==> config.mk <==
export PLATFORM = sky130hd
export DESIGN_NAME = zoom_pan_register_calc
export DESIGN_NICKNAME = d
export VERILOG_FILES = /design/src/hdl/zpr_pkg.sv /design/src/hdl/zoom_pan_register_calc.sv /design/src/hdl/zpr_ctrl.sv /design/src/hdl/zpr_dpath.sv
export VERILOG_INCLUDE_DIRS = /design/src /design/src/hdl
export SDC_FILE = /design/constraint.sdc
export NUM_CORES = 1
export LEC_CHECK = 0
export BUFFER_PORTS_ARGS = -buffer_cell sky130_fd_sc_hd__buf_4
export CAP_MARGIN = 40
export CORE_MARGIN = 2
export CORE_UTILIZATION = 45
export CTS_CLUSTER_DIAMETER = 100
export DETAILED_ROUTE_END_ITERATION = 16
export GPL_TIMING_DRIVEN = 0
export PLACE_DENSITY_LB_ADDON = 0.12
export SLEW_MARGIN = 20
export SYNTH_ARGS = -nofsm -noshare
export SYNTH_HDL_FRONTEND = slang
export SYNTH_SLANG_ARGS = --single-unit
==> constraint.sdc <==
create_clock -name i_clk -period 10.5 [get_ports i_clk]
set_clock_uncertainty 0.1 [all_clocks]
set_input_delay 2.1 -clock i_clk [delete_from_list [all_inputs] [get_ports i_clk]]
set_output_delay 2.1 -clock i_clk [all_outputs]
set_load 0.005 [all_outputs]
==> src/hdl/zoom_pan_register_calc_macros.svh <==
// Assertion macros for the zoom/pan register calculator.
// Included by the top level; no other dependencies.
`ifndef ZOOM_PAN_REGISTER_CALC_MACROS_SVH
`define ZOOM_PAN_REGISTER_CALC_MACROS_SVH

// Same-cycle implication, disabled while reset is asserted.
`define ZPR_ASSERT_SAME(label, clk, rst_n, ante, cons, msg) \
    label: assert property (@(posedge clk) disable iff (!rst_n) (ante) |-> (cons)) \
        else $error(msg);

// Next-cycle implication, disabled while reset is asserted.
`define ZPR_ASSERT_NEXT(label, clk, rst_n, ante, cons, msg) \
    label: assert property (@(posedge clk) disable iff (!rst_n) (ante) |=> (cons)) \
        else $error(msg);

`endif

==> src/hdl/zpr_pkg.sv <==
// Shared types, constants and codes for the zoom/pan register calculator.
// No dependencies; imported by the controller, datapath and top level.
package zpr_pkg;

    localparam int ORIGIN_BITS_DEF = 20;
    localparam int COORD_W         = 15;
    localparam int DIM_W           = 11;
    localparam int ZC_W            = 4;
    localparam int Z_W             = ZC_W + 1;
    localparam int DELTA_W         = 16;
    localparam int POS_W           = DELTA_W + 1;
    localparam int PROD_W          = COORD_W + DIM_W;
    localparam int CNT_W           = 4;
    localparam int CFG_IDX_W       = 2;

    localparam logic [CNT_W-1:0] DIV_LAST = CNT_W'(COORD_W - 1);

    localparam logic [CFG_IDX_W-1:0] CFG_SCREEN_WIDTH  = 2'd0;
    localparam logic [CFG_IDX_W-1:0] CFG_SCREEN_HEIGHT = 2'd1;

    localparam logic [DIM_W-1:0] WIDTH_RESET  = 11'd1152;
    localparam logic [DIM_W-1:0] HEIGHT_RESET = 11'd909;

    localparam logic CMD_SET = 1'b0;
    localparam logic CMD_PAN = 1'b1;

    // Upper bound on offset plus zoom-weighted nibble term, per zoom code.
    localparam logic [6:0] LEGAL_LIMIT [16] = '{
        7'd70, 7'd70, 7'd70, 7'd70, 7'd70, 7'd70, 7'd70, 7'd70,
        7'd70, 7'd69, 7'd71, 7'd71, 7'd71, 7'd66, 7'd69, 7'd72
    };

    typedef struct packed {
        logic                      command;
        logic [COORD_W-1:0]        origin_x;
        logic [COORD_W-1:0]        origin_y;
        logic [ZC_W-1:0]           zoom_code;
        logic signed [DELTA_W-1:0] delta_x;
        logic signed [DELTA_W-1:0] delta_y;
    } t_in_item;

    typedef struct packed {
        logic        accepted;
        logic        registers_written;
        logic [15:0] word_pan;
        logic [7:0]  pixel_pan;
        logic [7:0]  zoom_register;
        logic        offset_error;
    } t_out_item;

    typedef enum logic [5:0] {
        S_IDLE  = 6'b000001,
        S_CHECK = 6'b000010,
        S_DIV   = 6'b000100,
        S_MUL   = 6'b001000,
        S_SUM   = 6'b010000,
        S_FIN   = 6'b100000
    } t_state;

    typedef struct packed {
        logic load_in;
        logic check;
        logic div_step;
        logic mul;
        logic sum;
        logic finish;
    } t_ctrl_cmd;

    typedef struct packed {
        logic pan_ok;
        logic div_last;
        logic out_free;
    } t_ctrl_sts;

endpackage

==> src/hdl/zoom_pan_register_calc.sv <==
// Top level of the zoom/pan register calculator: controller plus datapath.
// Depends on zpr_pkg, zpr_ctrl, zpr_dpath and the assertion macro header.
// Usage:
//   Input channel (i_in_valid / o_in_stall / i_in_data) takes a set command
//   (absolute origin and zoom code) or a pan command (signed deltas).
//   Output channel (o_out_valid / i_out_stall / o_out_data) returns exactly
//   one result per command: accepted flag, registers-written flag, word pan,
//   pixel pan, zoom register and offset error.
//   Config channel (i_cfg_valid / o_cfg_ready / i_cfg_index / i_cfg_data)
//   writes screen width (index 0) or height (index 1); ready is always high.
//   Write configuration only while no command is in flight.
// Sequencing:
//   A command passes through the bound check, a bit-serial divide of the origin
//   by the zoom factor, multiply, sum and finish before o_out_valid; a
//   rejected pan goes from the check straight to finish. No new command is
//   taken until the result of the last one is loaded and the controller is idle.
//   When the receiver stalls, the result holds in the output register; the
//   next command is still accepted and runs up to its own result, then waits.
// Reset (synchronous, active low): screen 1152 x 909, stored origin and zoom
//   zero, no result pending.
`include "zoom_pan_register_calc_macros.svh"

module zoom_pan_register_calc #(
    parameter int ORIGIN_BITS = zpr_pkg::ORIGIN_BITS_DEF
) (
    input  logic                           i_clk,
    input  logic                           i_rst_n,
    input  logic                           i_in_valid,
    output logic                           o_in_stall,
    input  zpr_pkg::t_in_item              i_in_data,
    output logic                           o_out_valid,
    input  logic                           i_out_stall,
    output zpr_pkg::t_out_item             o_out_data,
    input  logic                           i_cfg_valid,
    output logic                           o_cfg_ready,
    input  logic [zpr_pkg::CFG_IDX_W-1:0]  i_cfg_index,
    input  logic [zpr_pkg::DIM_W-1:0]      i_cfg_data
);
    import zpr_pkg::*;

    t_ctrl_cmd w_cmd;
    t_ctrl_sts w_sts;

    assign o_cfg_ready = 1'b1;

    zpr_ctrl u_ctrl (
        .i_clk      (i_clk),
        .i_rst_n    (i_rst_n),
        .i_in_valid (i_in_valid),
        .o_in_stall (o_in_stall),
        .i_sts      (w_sts),
        .o_cmd      (w_cmd)
    );

    zpr_dpath #(
        .ORIGIN_BITS (ORIGIN_BITS)
    ) u_dpath (
        .i_clk       (i_clk),
        .i_rst_n     (i_rst_n),
        .i_in_data   (i_in_data),
        .i_cfg_valid (i_cfg_valid && o_cfg_ready),
        .i_cfg_index (i_cfg_index),
        .i_cfg_data  (i_cfg_data),
        .i_out_stall (i_out_stall),
        .o_out_valid (o_out_valid),
        .o_out_data  (o_out_data),
        .i_cmd       (w_cmd),
        .o_sts       (w_sts)
    );

    `ZPR_ASSERT_NEXT(a_busy_after_transfer, i_clk, i_rst_n,
        i_in_valid && !o_in_stall, o_in_stall,
        "input taken while previous command still in flight")
    `ZPR_ASSERT_SAME(a_written_implies_accepted, i_clk, i_rst_n,
        o_out_valid && o_out_data.registers_written, o_out_data.accepted,
        "registers written for a rejected pan")
    `ZPR_ASSERT_SAME(a_reject_is_zero, i_clk, i_rst_n,
        o_out_valid && !o_out_data.accepted,
        (o_out_data.word_pan == '0) && (o_out_data.pixel_pan == '0)
            && (o_out_data.zoom_register == '0) && !o_out_data.offset_error,
        "rejected pan carries nonzero fields")
    `ZPR_ASSERT_SAME(a_idle_on_new_result, i_clk, i_rst_n,
        $rose(o_out_valid), !o_in_stall,
        "controller not idle after loading a result")

endmodule

==> src/hdl/zpr_ctrl.sv <==
// Sequencer for the zoom/pan register calculator: accept, bound check,
// divide, multiply, sum, finish. Depends on zpr_pkg.
module zpr_ctrl (
    input  logic                i_clk,
    input  logic                i_rst_n,
    input  logic                i_in_valid,
    output logic                o_in_stall,
    input  zpr_pkg::t_ctrl_sts  i_sts,
    output zpr_pkg::t_ctrl_cmd  o_cmd
);
    import zpr_pkg::*;

    t_state r_state;
    t_state n_state;

    always_ff @(posedge i_clk) begin
        if (!i_rst_n) begin
            r_state <= S_IDLE;
        end else begin
            r_state <= n_state;
        end
    end

    always_comb begin
        n_state = r_state;
        o_cmd   = '0;
        case (r_state)
            S_IDLE: begin
                if (i_in_valid) begin
                    o_cmd.load_in = 1'b1;
                    n_state       = S_CHECK;
                end
            end
            S_CHECK: begin
                o_cmd.check = 1'b1;
                // a rejected pan skips straight to the result
                n_state = i_sts.pan_ok ? S_DIV : S_FIN;
            end
            S_DIV: begin
                o_cmd.div_step = 1'b1;
                if (i_sts.div_last) begin
                    n_state = S_MUL;
                end
            end
            S_MUL: begin
                o_cmd.mul = 1'b1;
                n_state   = S_SUM;
            end
            S_SUM: begin
                o_cmd.sum = 1'b1;
                n_state   = S_FIN;
            end
            S_FIN: begin
                // hold until the output register can take the result
                if (i_sts.out_free) begin
                    o_cmd.finish = 1'b1;
                    n_state      = S_IDLE;
                end
            end
            default: begin
                n_state = S_IDLE;
            end
        endcase
    end

    assign o_in_stall = (r_state != S_IDLE);

endmodule

==> src/hdl/zpr_dpath.sv <==
// Datapath for the zoom/pan register calculator: screen registers, stored
// origin and zoom, two restoring dividers, multiplier, walk and legality.
// Depends on zpr_pkg.
module zpr_dpath #(
    parameter int ORIGIN_BITS = zpr_pkg::ORIGIN_BITS_DEF
) (
    input  logic                               i_clk,
    input  logic                               i_rst_n,
    input  zpr_pkg::t_in_item                  i_in_data,
    input  logic                               i_cfg_valid,
    input  logic [zpr_pkg::CFG_IDX_W-1:0]      i_cfg_index,
    input  logic [zpr_pkg::DIM_W-1:0]          i_cfg_data,
    input  logic                               i_out_stall,
    output logic                               o_out_valid,
    output zpr_pkg::t_out_item                 o_out_data,
    input  zpr_pkg::t_ctrl_cmd                 i_cmd,
    output zpr_pkg::t_ctrl_sts                 o_sts
);
    import zpr_pkg::*;

    // configuration and architectural state
    logic [DIM_W-1:0]       r_width;
    logic [DIM_W-1:0]       r_height;
    logic [COORD_W-1:0]     r_cur_x;
    logic [COORD_W-1:0]     r_cur_y;
    logic [ZC_W-1:0]        r_cur_zc;

    // per-item working registers
    logic                   r_pan;
    logic [ZC_W-1:0]        r_zc;
    logic [POS_W-1:0]       r_nx;
    logic [POS_W-1:0]       r_ny;
    logic                   r_ok;
    logic [COORD_W-1:0]     r_qx;
    logic [COORD_W-1:0]     r_qy;
    logic [ZC_W-1:0]        r_rx;
    logic [ZC_W-1:0]        r_ry;
    logic [CNT_W-1:0]       r_cnt;
    logic [PROD_W-1:0]      r_prod;
    logic [ORIGIN_BITS-1:0] r_org;
    logic [2:0]             r_steps;

    logic                   r_out_valid;
    t_out_item              r_out;

    logic [Z_W-1:0]         w_z;
    logic [15:0]            w_bound_x;
    logic [15:0]            w_bound_y;
    logic                   w_pan_ok;
    logic                   w_pan;
    logic [POS_W-1:0]       w_nx;
    logic [POS_W-1:0]       w_ny;
    logic [Z_W-1:0]         w_tx;
    logic [Z_W-1:0]         w_ty;
    logic                   w_bx;
    logic                   w_by;
    logic [ZC_W-1:0]        w_h;
    logic [2:0]             w_steps;
    logic [1:0]             w_lsb;
    logic [PROD_W:0]        w_sum;
    logic [7:0]             w_walk;
    logic [4:0]             w_poff;
    logic [7:0]             w_chk;
    logic                   w_legal;
    logic [ORIGIN_BITS+15:0] w_org_ext;
    logic [ZC_W-1:0]        w_voff;
    t_out_item              w_res;
    logic                   w_out_free;

    assign w_z = {1'b0, r_zc} + Z_W'(1);

    // bounds for a pan: screen size times zoom factor
    assign w_bound_x = 16'(r_width) * 16'(w_z);
    assign w_bound_y = 16'(r_height) * 16'(w_z);
    assign w_pan_ok  = !r_pan
                     || (!r_nx[POS_W-1] && (r_nx[15:0] < w_bound_x)
                         && !r_ny[POS_W-1] && (r_ny[15:0] < w_bound_y));

    // new position for the incoming item
    assign w_pan = (i_in_data.command == CMD_PAN);
    assign w_nx  = w_pan ? ({2'b00, r_cur_x} + {i_in_data.delta_x[DELTA_W-1], i_in_data.delta_x})
                         : {2'b00, i_in_data.origin_x};
    assign w_ny  = w_pan ? ({2'b00, r_cur_y} + {i_in_data.delta_y[DELTA_W-1], i_in_data.delta_y})
                         : {2'b00, i_in_data.origin_y};

    // one restoring-division bit per cycle for x and y
    assign w_tx = {r_rx, r_qx[COORD_W-1]};
    assign w_ty = {r_ry, r_qy[COORD_W-1]};
    assign w_bx = (w_tx >= w_z);
    assign w_by = (w_ty >= w_z);

    // phosphor granularity: backward walk length for odd zooms and
    // even zooms that are not a multiple of four
    assign w_h = w_z[0] ? r_rx : {r_rx[ZC_W-1:1], 1'b0};

    always_comb begin
        w_steps = 3'd4;
        w_lsb   = 2'b00;
        if ((w_z[1:0] == 2'b00) || (w_z == Z_W'(2))) begin
            w_steps = 3'd0;
        end else begin
            for (int s = 3; s >= 0; s--) begin
                w_lsb = 2'(s) * w_z[1:0] + w_h[1:0];
                if (w_lsb == 2'b00) begin
                    w_steps = 3'(s);
                end
            end
        end
    end

    assign w_sum = {1'b0, r_prod} + (PROD_W + 1)'(r_qx);

    // offset, legality and register values
    assign w_walk = 8'(r_steps) * 8'(w_z) + 8'(w_h);

    always_comb begin
        if (w_z[1:0] == 2'b00) begin
            w_poff = ({1'b0, r_rx} + 5'd1) >> 2;
        end else if (w_z == Z_W'(2)) begin
            w_poff = 5'd0;
        end else begin
            w_poff = w_walk[6:2];
        end
    end

    assign w_chk     = 8'(w_poff) + 8'(w_z) * 8'(3'd3 + {1'b0, r_org[3:2]});
    assign w_legal   = (w_chk <= {1'b0, LEGAL_LIMIT[r_zc]});
    assign w_org_ext = {16'b0, r_org};
    assign w_voff    = r_zc - r_ry;

    always_comb begin
        w_res = '0;
        if (r_ok) begin
            w_res.accepted     = 1'b1;
            w_res.offset_error = w_poff[4];
            if (w_legal) begin
                w_res.registers_written = 1'b1;
                w_res.word_pan          = w_org_ext[19:4];
                w_res.pixel_pan         = {r_org[3:0], 4'b0000} + 8'(w_poff);
                w_res.zoom_register     = {w_voff, r_zc};
            end
        end
    end

    assign w_out_free = !r_out_valid || !i_out_stall;

    // control state
    always_ff @(posedge i_clk) begin
        if (!i_rst_n) begin
            r_width     <= WIDTH_RESET;
            r_height    <= HEIGHT_RESET;
            r_cur_x     <= '0;
            r_cur_y     <= '0;
            r_cur_zc    <= '0;
            r_out_valid <= 1'b0;
        end else begin
            if (i_cfg_valid) begin
                case (i_cfg_index)
                    CFG_SCREEN_WIDTH:  r_width  <= i_cfg_data;
                    CFG_SCREEN_HEIGHT: r_height <= i_cfg_data;
                    default: ;
                endcase
            end
            if (i_cmd.finish && r_ok) begin
                r_cur_x <= r_nx[COORD_W-1:0];
                r_cur_y <= r_ny[COORD_W-1:0];
                if (w_legal) begin
                    r_cur_zc <= r_zc;
                end
            end
            if (i_cmd.finish) begin
                r_out_valid <= 1'b1;
            end else if (!i_out_stall) begin
                r_out_valid <= 1'b0;
            end
        end
    end

    // payload
    always_ff @(posedge i_clk) begin
        if (i_cmd.load_in) begin
            r_pan <= w_pan;
            r_zc  <= w_pan ? r_cur_zc : i_in_data.zoom_code;
            r_nx  <= w_nx;
            r_ny  <= w_ny;
        end
        if (i_cmd.check) begin
            r_ok  <= w_pan_ok;
            r_qx  <= r_nx[COORD_W-1:0];
            r_qy  <= r_ny[COORD_W-1:0];
            r_rx  <= '0;
            r_ry  <= '0;
            r_cnt <= DIV_LAST;
        end
        if (i_cmd.div_step) begin
            r_rx  <= w_bx ? ZC_W'(w_tx - w_z) : w_tx[ZC_W-1:0];
            r_ry  <= w_by ? ZC_W'(w_ty - w_z) : w_ty[ZC_W-1:0];
            r_qx  <= {r_qx[COORD_W-2:0], w_bx};
            r_qy  <= {r_qy[COORD_W-2:0], w_by};
            r_cnt <= r_cnt - CNT_W'(1);
        end
        if (i_cmd.mul) begin
            r_prod <= PROD_W'(r_qy) * PROD_W'(r_width);
        end
        if (i_cmd.sum) begin
            // the walk wraps modulo the origin width
            r_org   <= w_sum[ORIGIN_BITS-1:0] - ORIGIN_BITS'(w_steps);
            r_steps <= w_steps;
        end
        if (i_cmd.finish) begin
            r_out <= w_res;
        end
    end

    assign o_sts.pan_ok   = w_pan_ok;
    assign o_sts.div_last = (r_cnt == '0);
    assign o_sts.out_free = w_out_free;

    assign o_out_valid = r_out_valid;
    assign o_out_data  = r_out;

endmodule

==> summary.txt, run 1 <==
Yosys
  • Post-synthesis compound-gate area fraction: 0.113
  • Post-synth EDFFs: 160
  • Syn Inst Count: 2326
  • Synth Area in Adders: 0.300
  • Top cells by area, synth: edfxtp_1 22%, fa_1 17%, ha_1 13%
  • Synth Cell Area: 21400 um2
  • XOR/XNOR Fraction of Synth Area: 0.0393
  • Post-synthesis sequential area ratio: 0.284
  • Netlist cell types: 79
  • Mux cell area share after synthesis: 0.0131
  • Avg Cell Area, Syn: 9.19 um2
  • Largest family of logic cells by synthesized area: adder cells
  • Post-synth top flop: edfxtp_1
  • Flops & latches, synth: 223
  • Syn. warnings: 0
  • Synth top area share: 0.225
  • Ys async rst share: 0
  • Post-synthesis simple-gate area fraction: 0.177
  • Leading area contributor after synthesis: edfxtp_1
  • Net Count, Synth: 2817

Routing
  • Vias/cell: 5.29
  • Routed WL: 56400 um
  • Max Used Layer: met5
  • Via count: 16500
  • DRT Pass-1 Iters: 4
  • Met2 routed WL: 26600 um
  • DRC Markers: 0
  • DR iter-0 viols: 838
  • Met1 Routed Length: 24500 um
  • Routed len/inst: 18.1 um
  • Met3 wire length: 3330 um
  • Antenna Nets Post-Route: 0

Power and ir drop
  • Net Sw Frac: 0.376
  • P_int: 2350 uW
  • Sequential share of power: 0.291
  • Combinational Power Share: 0.464
  • Max VDD drop: 94.3 uV
  • Clk network pwr share: 0.245
  • Power Dens Cells: 157 nW/um2
  • P_sw: 1420 uW
  • Static Leakage: 0.0109 uW

Setup path
  • Class of the most critical setup path: reg -> reg
  • Crit path launch type: flop
  • Worst R2R Start: u_dpath.r_zc[0]
  • R2R depth: 26
  • Flop-to-flop setup slack: 2.26 ns
  • CP Max Fanout: 10
  • Required time of the critical path: 10.81 ns
  • Data arrival time of the worst path: 8.55 ns
  • Crit Reg-Reg Endpoint: u_dpath.o_out_data[12]
  • Crit. End Element: flop

Placement
  • GPL Wtd Cong: 0.909
  • Placed Area: 23200 um2
  • Post-DP HPWL: 46600 um
  • Placed cells: 3061
  • # port buffers: 121

Clock network
  • CTS tree: built
  • CTS clk-pin slew, worst paths: 0.05 ns
  • CTS buffer count: 26
  • Worst-Skew Late Latency: 0.55 ns
  • Hold-fix buffer count after cts: 0
  • H-tree levels: 1
  • # Post-CTS Setup Buffers: 0
  • # clock sinks: 223
  • Bufs on Longest Clock Path: 3
  • Post-cts sizing count: 0
  • Root buffer cell: clkbuf_16

Timing
  • Final period utilization: 0.785
  • Max Slew Vio Count: 0
  • RSZ-0062 raised after global routing: false
  • Fmax: 121 MHz
  • Worst relative slew slack: 0.434
  • Fin Setup TNS: 0 ns
  • Hold slack: 0.364 ns
  • Final-report hold violation count: 0
  • Final setup viols: 0
  • Crit path time final: 8.24 ns
  • Worst Max-Slew Pin Slew: 0.849 ns

Worst hold path
  • Hold Crit Class: reg -> reg
  • Hold path depth: 2
  • Worst Hold Path EP: u_dpath.r_cur_zc[1]
  • Worst hold path startpoint: u_dpath.r_cur_zc[1]

Final layout
  • Layout cells sized above 1: 0.0851
  • Fin area: 24100 um2
  • Final Non-Filler Cells: 3111
  • Layout area overhead: 12.6%
  • Nets: 2974

Die
  • Row Count: 79
  • Core Box Area: 46800 um2
  • Initial core utilization: 0.457
  • DIE WIDTH: 222 um
  • Die height: 222 um
  • Die area: 49300 um2
  • Io pins: 123

Global routing
  • Largest net degree at the start of global routing: 32
  • GRT Residual Overflow: 0
  • Initial antenna violation count: 5
  • Number of global-route vias before repair: 17000
  • Gr usage total: 0.233
  • First-pass GRT wire length: 90900 um

Run
  • # Max-Cap Violations: 0

Run status
  • Outcome: complete, no violations
[sequential cells by signal, summed over array words and instances, names as in the netlist, 6 cells and up]
name	cells
u_dpath.r_qy	15
u_dpath.r_width	11
u_dpath.r_cur_x	15
u_dpath.r_nx	17
u_dpath.r_org	20
u_dpath.r_ny	17
u_dpath.o_out_data	35
u_dpath.r_height	11
u_dpath.r_cur_y	15
u_dpath.r_prod	20
u_dpath.r_qx	15
u_ctrl.r_state	6
[layer usage]
metal / global-route usage / vias up
met1: 0.299 / 7967
met3: 0.0435 / 105
met5: 0 / -
met4: 0.0724 / 8
li1: - / 8013
met2: 0.398 / 379
[critical path, cell delays in order, from the launching register on]
cell and delay [ns]:
edfxtp_1 0.46, buf_6 0.20, clkinv_1 0.28, clkbuf_1 0.33
ha_1 0.48, clkbuf_1 0.40, clkbuf_1 0.60, nand2_1 0.18
fa_1 0.50, fa_1 0.54, inv_1 0.05, ha_1 0.26
inv_1 0.04, o21ba_2 0.21, o21ai_0 0.24, nor2_1 0.07
a21oi_1 0.28, fa_1 0.49, fa_1 0.48, xnor2_1 0.15
ha_1 0.33, a21oi_1 0.14, o21ai_0 0.09, a221o_1 0.40
a21oi_2 0.35, clkbuf_2 0.29, and2_1 0.15
[metrics by stage]
step | power [uW] | utilization | setup slack (ns)
after floorplan | 2410 | - | 3.88
after detailed placement | 2860 | 0.496 | 2.20
after global placement | 2810 | 0.493 | 1.97
after CTS | 3800 | 0.514 | 2.17
final | 3770 | 0.515 | 2.26
after global routing | 4100 | 0.515 | 1.68
[cell type report]
cell class | instances | area (um2)
fill | 4398 | 22700
multi-input combinational | 1689 | 13800
sequential | 223 | 6070
inverter | 328 | 1230
timing repair buffer | 129 | 1030
clock buffer | 39 | 772
tap | 607 | 759
buffer | 86 | 340
clock inverter | 9 | 103
antenna | 1 | 2.50
[how the worst max path moves through the flow]
stage | start | endpoint | slack [ns] | cells after the start
after global routing | u_dpath.r_zc[0] | u_dpath.o_out_data[12] | 1.68 | 26
after global placement | u_dpath.r_zc[0] | u_dpath.o_out_data[14] | 1.97 | 26
after detailed placement | u_dpath.r_zc[0] | u_dpath.o_out_data[12] | 2.20 | 26
final | u_dpath.r_zc[0] | u_dpath.o_out_data[12] | 2.26 | 26
after CTS | u_dpath.r_zc[0] | u_dpath.o_out_data[12] | 2.17 | 26
after floorplan | u_dpath.r_zc[0] | u_dpath.o_out_data[10] | 3.88 | 26
[synthesized netlist by cell type, types with 13 or more instances]
library cell and instances:
a21o_1 33, a21oi_1 110, and2_1 164, clkbuf_1 78, dfxtp_1 63, edfxtp_1 160
fa_1 178, ha_1 228, inv_1 326, mux2_2 16, nand2_1 378, nand2b_1 18
nand3_1 34, nor2_1 70, nor2b_1 25, nor3_1 30, o211ai_1 13, o21a_1 35
o21ai_0 85, xnor2_1 70, xor2_1 24
[cells by family after synthesis]
kind of cell | count (synthesis)
simple gates | 787
compound gates | 374
flops | 223
buf+inv | 414
xor+xnor | 95
other cells | 1
mux | 26
fa+ha+maj | 406
[cells in the final DEF, fill, tap and decap left out, drive strengths merged, types with 16 or more instances in the layout]
cell    instances
a21o           33
a21oi         113
and2          164
buf           134
clkbuf        120
dfxtp          63
edfxtp        160
fa            178
ha            228
inv           327
mux2           16
nand2         378
nand2b         18
nand3          34
nor2           70
nor2b          25
nor3           30
o21a           35
o21ai          86
xnor2          71
xor2           24
[power groups by stage]
stage	clock, uW	sequential (uW)	combinational (uW)
after global placement	0	1120	1690
after CTS	944	1090	1760
after global routing	979	1100	2020
after floorplan	0	1080	1330
after detailed placement	0	1110	1750
final	925	1100	1750
Note: power is estimated with default switching activity, not from simulation.
==> inputs of run 2 (changes only) <==
Clock period 10.5 ns to 8.15 ns, I/O delays scaled along.
==> run 2 against run 1 <==
Compared with the run above: utilization barely moved; maximum frequency is 6.6% higher; clock power increased by 29%; largest power group unchanged; worst setup slack worse by 1.8 ns; global-route usage stayed put; design area about the same; critical path depth down 1; clock-buffer cell count unchanged; highest routed layer unchanged; combinational power rose by 29%; die area stayed put; flip-flop and latch count is the same; largest cell class unchanged; first-iteration DRC count decreased by 1.6%.
==> summary.txt, run 2 (synthesis results as in run 1) <==
Run status
  • Outcome: complete, no violations

Final layout
  • Nets: 2973
  • Layout cells sized above 1: 0.0859
  • Commonest cells after routing, fill and taps aside: 377 x nand2_1, 326 x inv_1, 227 x ha_1, 178 x fa_1, 164 x and2_1
  • Number of flip-flops in the largest register: 35
  • Layout area overhead: 12.6%
  • Commonest non-fill, non-tap cell in the layout: nand2_1
  • Final core utilization: 0.515

Setup path
  • Crit path launch type: flop
  • Stages on the worst setup path: 25
  • R2R depth: 25
  • Slowest CP cell: clkbuf_1
  • CP Max Fanout: 10
  • CP max stage delay: 0.56 ns
  • Required time of the critical path: 8.46 ns
  • Crit Reg-Reg Endpoint: u_dpath.o_out_data[12]
  • Buffer and inverter count on the worst path: 6
  • Crit. End Element: flop
  • Data arrival time of the worst path: 8.04 ns
  • Class of the most critical setup path: reg -> reg
  • Worst R2R Start: u_dpath.r_zc[1]
  • Critical Path Start: u_dpath.r_zc[1]
  • Top delay family on crit path: adder cells
  • Flop-to-flop setup slack: 0.42 ns

Die
  • Initial core utilization: 0.457
  • Die area: 49300 um2
  • Die height: 222 um
  • Row Count: 79
  • Io pins: 123
  • DIE WIDTH: 222 um
  • Core Box Area: 46800 um2

Clock network
  • Hold-fix buffer count after cts: 0
  • # clock sinks: 223
  • Worst-Skew Late Latency: 0.55 ns
  • H-tree levels: 1
  • CTS buffer count: 26
  • Root buffer cell: clkbuf_16
  • CTS clk-pin slew, worst paths: 0.05 ns
  • CTS tree: built
  • Bufs on Longest Clock Path: 3

Timing
  • Final period utilization: 0.949
  • Final-report hold violation count: 0
  • RSZ-0062 raised after global routing: false
  • Fmax: 129 MHz
  • Final setup viols: 0
  • Worst Max-Slew Pin Slew: 0.844 ns
  • Hold slack: 0.364 ns
  • Max Slew Vio Count: 0
  • Crit path time final: 7.73 ns
  • Worst relative slew slack: 0.437

Global routing
  • Top Usage Layer GRT: met2
  • Gr usage total: 0.233
  • First-pass GRT wire length: 90900 um
  • GRT Residual Overflow: 0
  • Initial antenna violation count: 5
  • M2 GR Usage: 0.398
  • Number of global-route vias before repair: 17000
  • Largest net degree at the start of global routing: 32
  • Met1 usage: 0.299
  • GR Layer Usage met3: 0.0435

Routing
  • Antenna Nets Post-Route: 0
  • DRC Markers: 0
  • Routed len/inst: 18.1 um
  • Routed WL: 56300 um
  • Vias/cell: 5.30
  • Via count: 16500
  • DR iter-0 viols: 825
  • DRT Pass-1 Iters: 5

Worst hold path
  • Hold Crit Class: reg -> reg
  • Worst Hold Path EP: u_dpath.r_cur_zc[1]
  • Worst hold path startpoint: u_dpath.r_cur_zc[1]
  • Hold path depth: 2

Power and ir drop
  • Total power draw: 4860 uW
  • Power Dens Cells: 202 nW/um2
  • Max VDD drop: 121 uV
  • Static Leakage: 0.0109 uW

Placement
  • Post-DP HPWL: 46600 um
  • GPL Wtd Cong: 0.909
  • # port buffers: 121

Run
  • # Max-Cap Violations: 0
[run 2: repair_timing]
action,CTS,global route
setup buffers,0,0
resized for setup,1,2
cloned,0,0
endpoints found under the setup margin,30,37
[run 2: worst max path at each step]
| stage | end | slack (ns) |
|---|---|---|
| after floorplan | u_dpath.o_out_data[10] | 1.53 |
| final | u_dpath.o_out_data[12] | 0.42 |
| after global placement | u_dpath.o_out_data[14] | -0.38 |
| after CTS | u_dpath.o_out_data[12] | 0.09 |
| after global routing | u_dpath.o_out_data[12] | 0.04 |
| after detailed placement | u_dpath.o_out_data[12] | -0.15 |
[run 2: through the flow]
stage / setup TNS, ns / setup WS [ns] / instance area (um2) / std cells
finish: 0 / 0.417 / 24100 / 3110
global route: 0 / 0.0413 / 24100 / 3109
CTS: 0 / 0.0901 / 24100 / 3109
detailed placement: -3.58 / -0.151 / 23200 / 3061
global placement: -10.99 / -0.381 / 23000 / 3054
floorplan: 0 / 1.53 / 21400 / 2326
[run 2: layout make-up]
class,instances,area (um2)
clock inverters,9,103
multi-input cells,1689,13800
well taps,607,759
inverters,328,1230
repair buffers,129,1030
fillers,4394,22700
clock buffers,39,772
diodes,1,2.50
flip-flops and latches,223,6070
plain buffers,85,338
[run 2: tightest hold or removal path, cell delays in order (launching register included)]
cell,delay (ns)
dfxtp_1,0.31
nand2_1,0.05
mux2i_1,0.06
[run 2: where the power goes]
group | switching [uW] | internal, uW | total [uW]
clock network | 475 | 717 | 1190
registers | 77.6 | 1330 | 1410
logic | 1270 | 981 | 2260
[run 2: routing by layer]
layer  routed length, um  part of all wire  up-vias
li1                    -                 -     8010
met1               24500              0.44     7975
met2               26600              0.47      375
met3                3170             0.056      100
met4                1910             0.034        8
met5                  54           0.00096        -
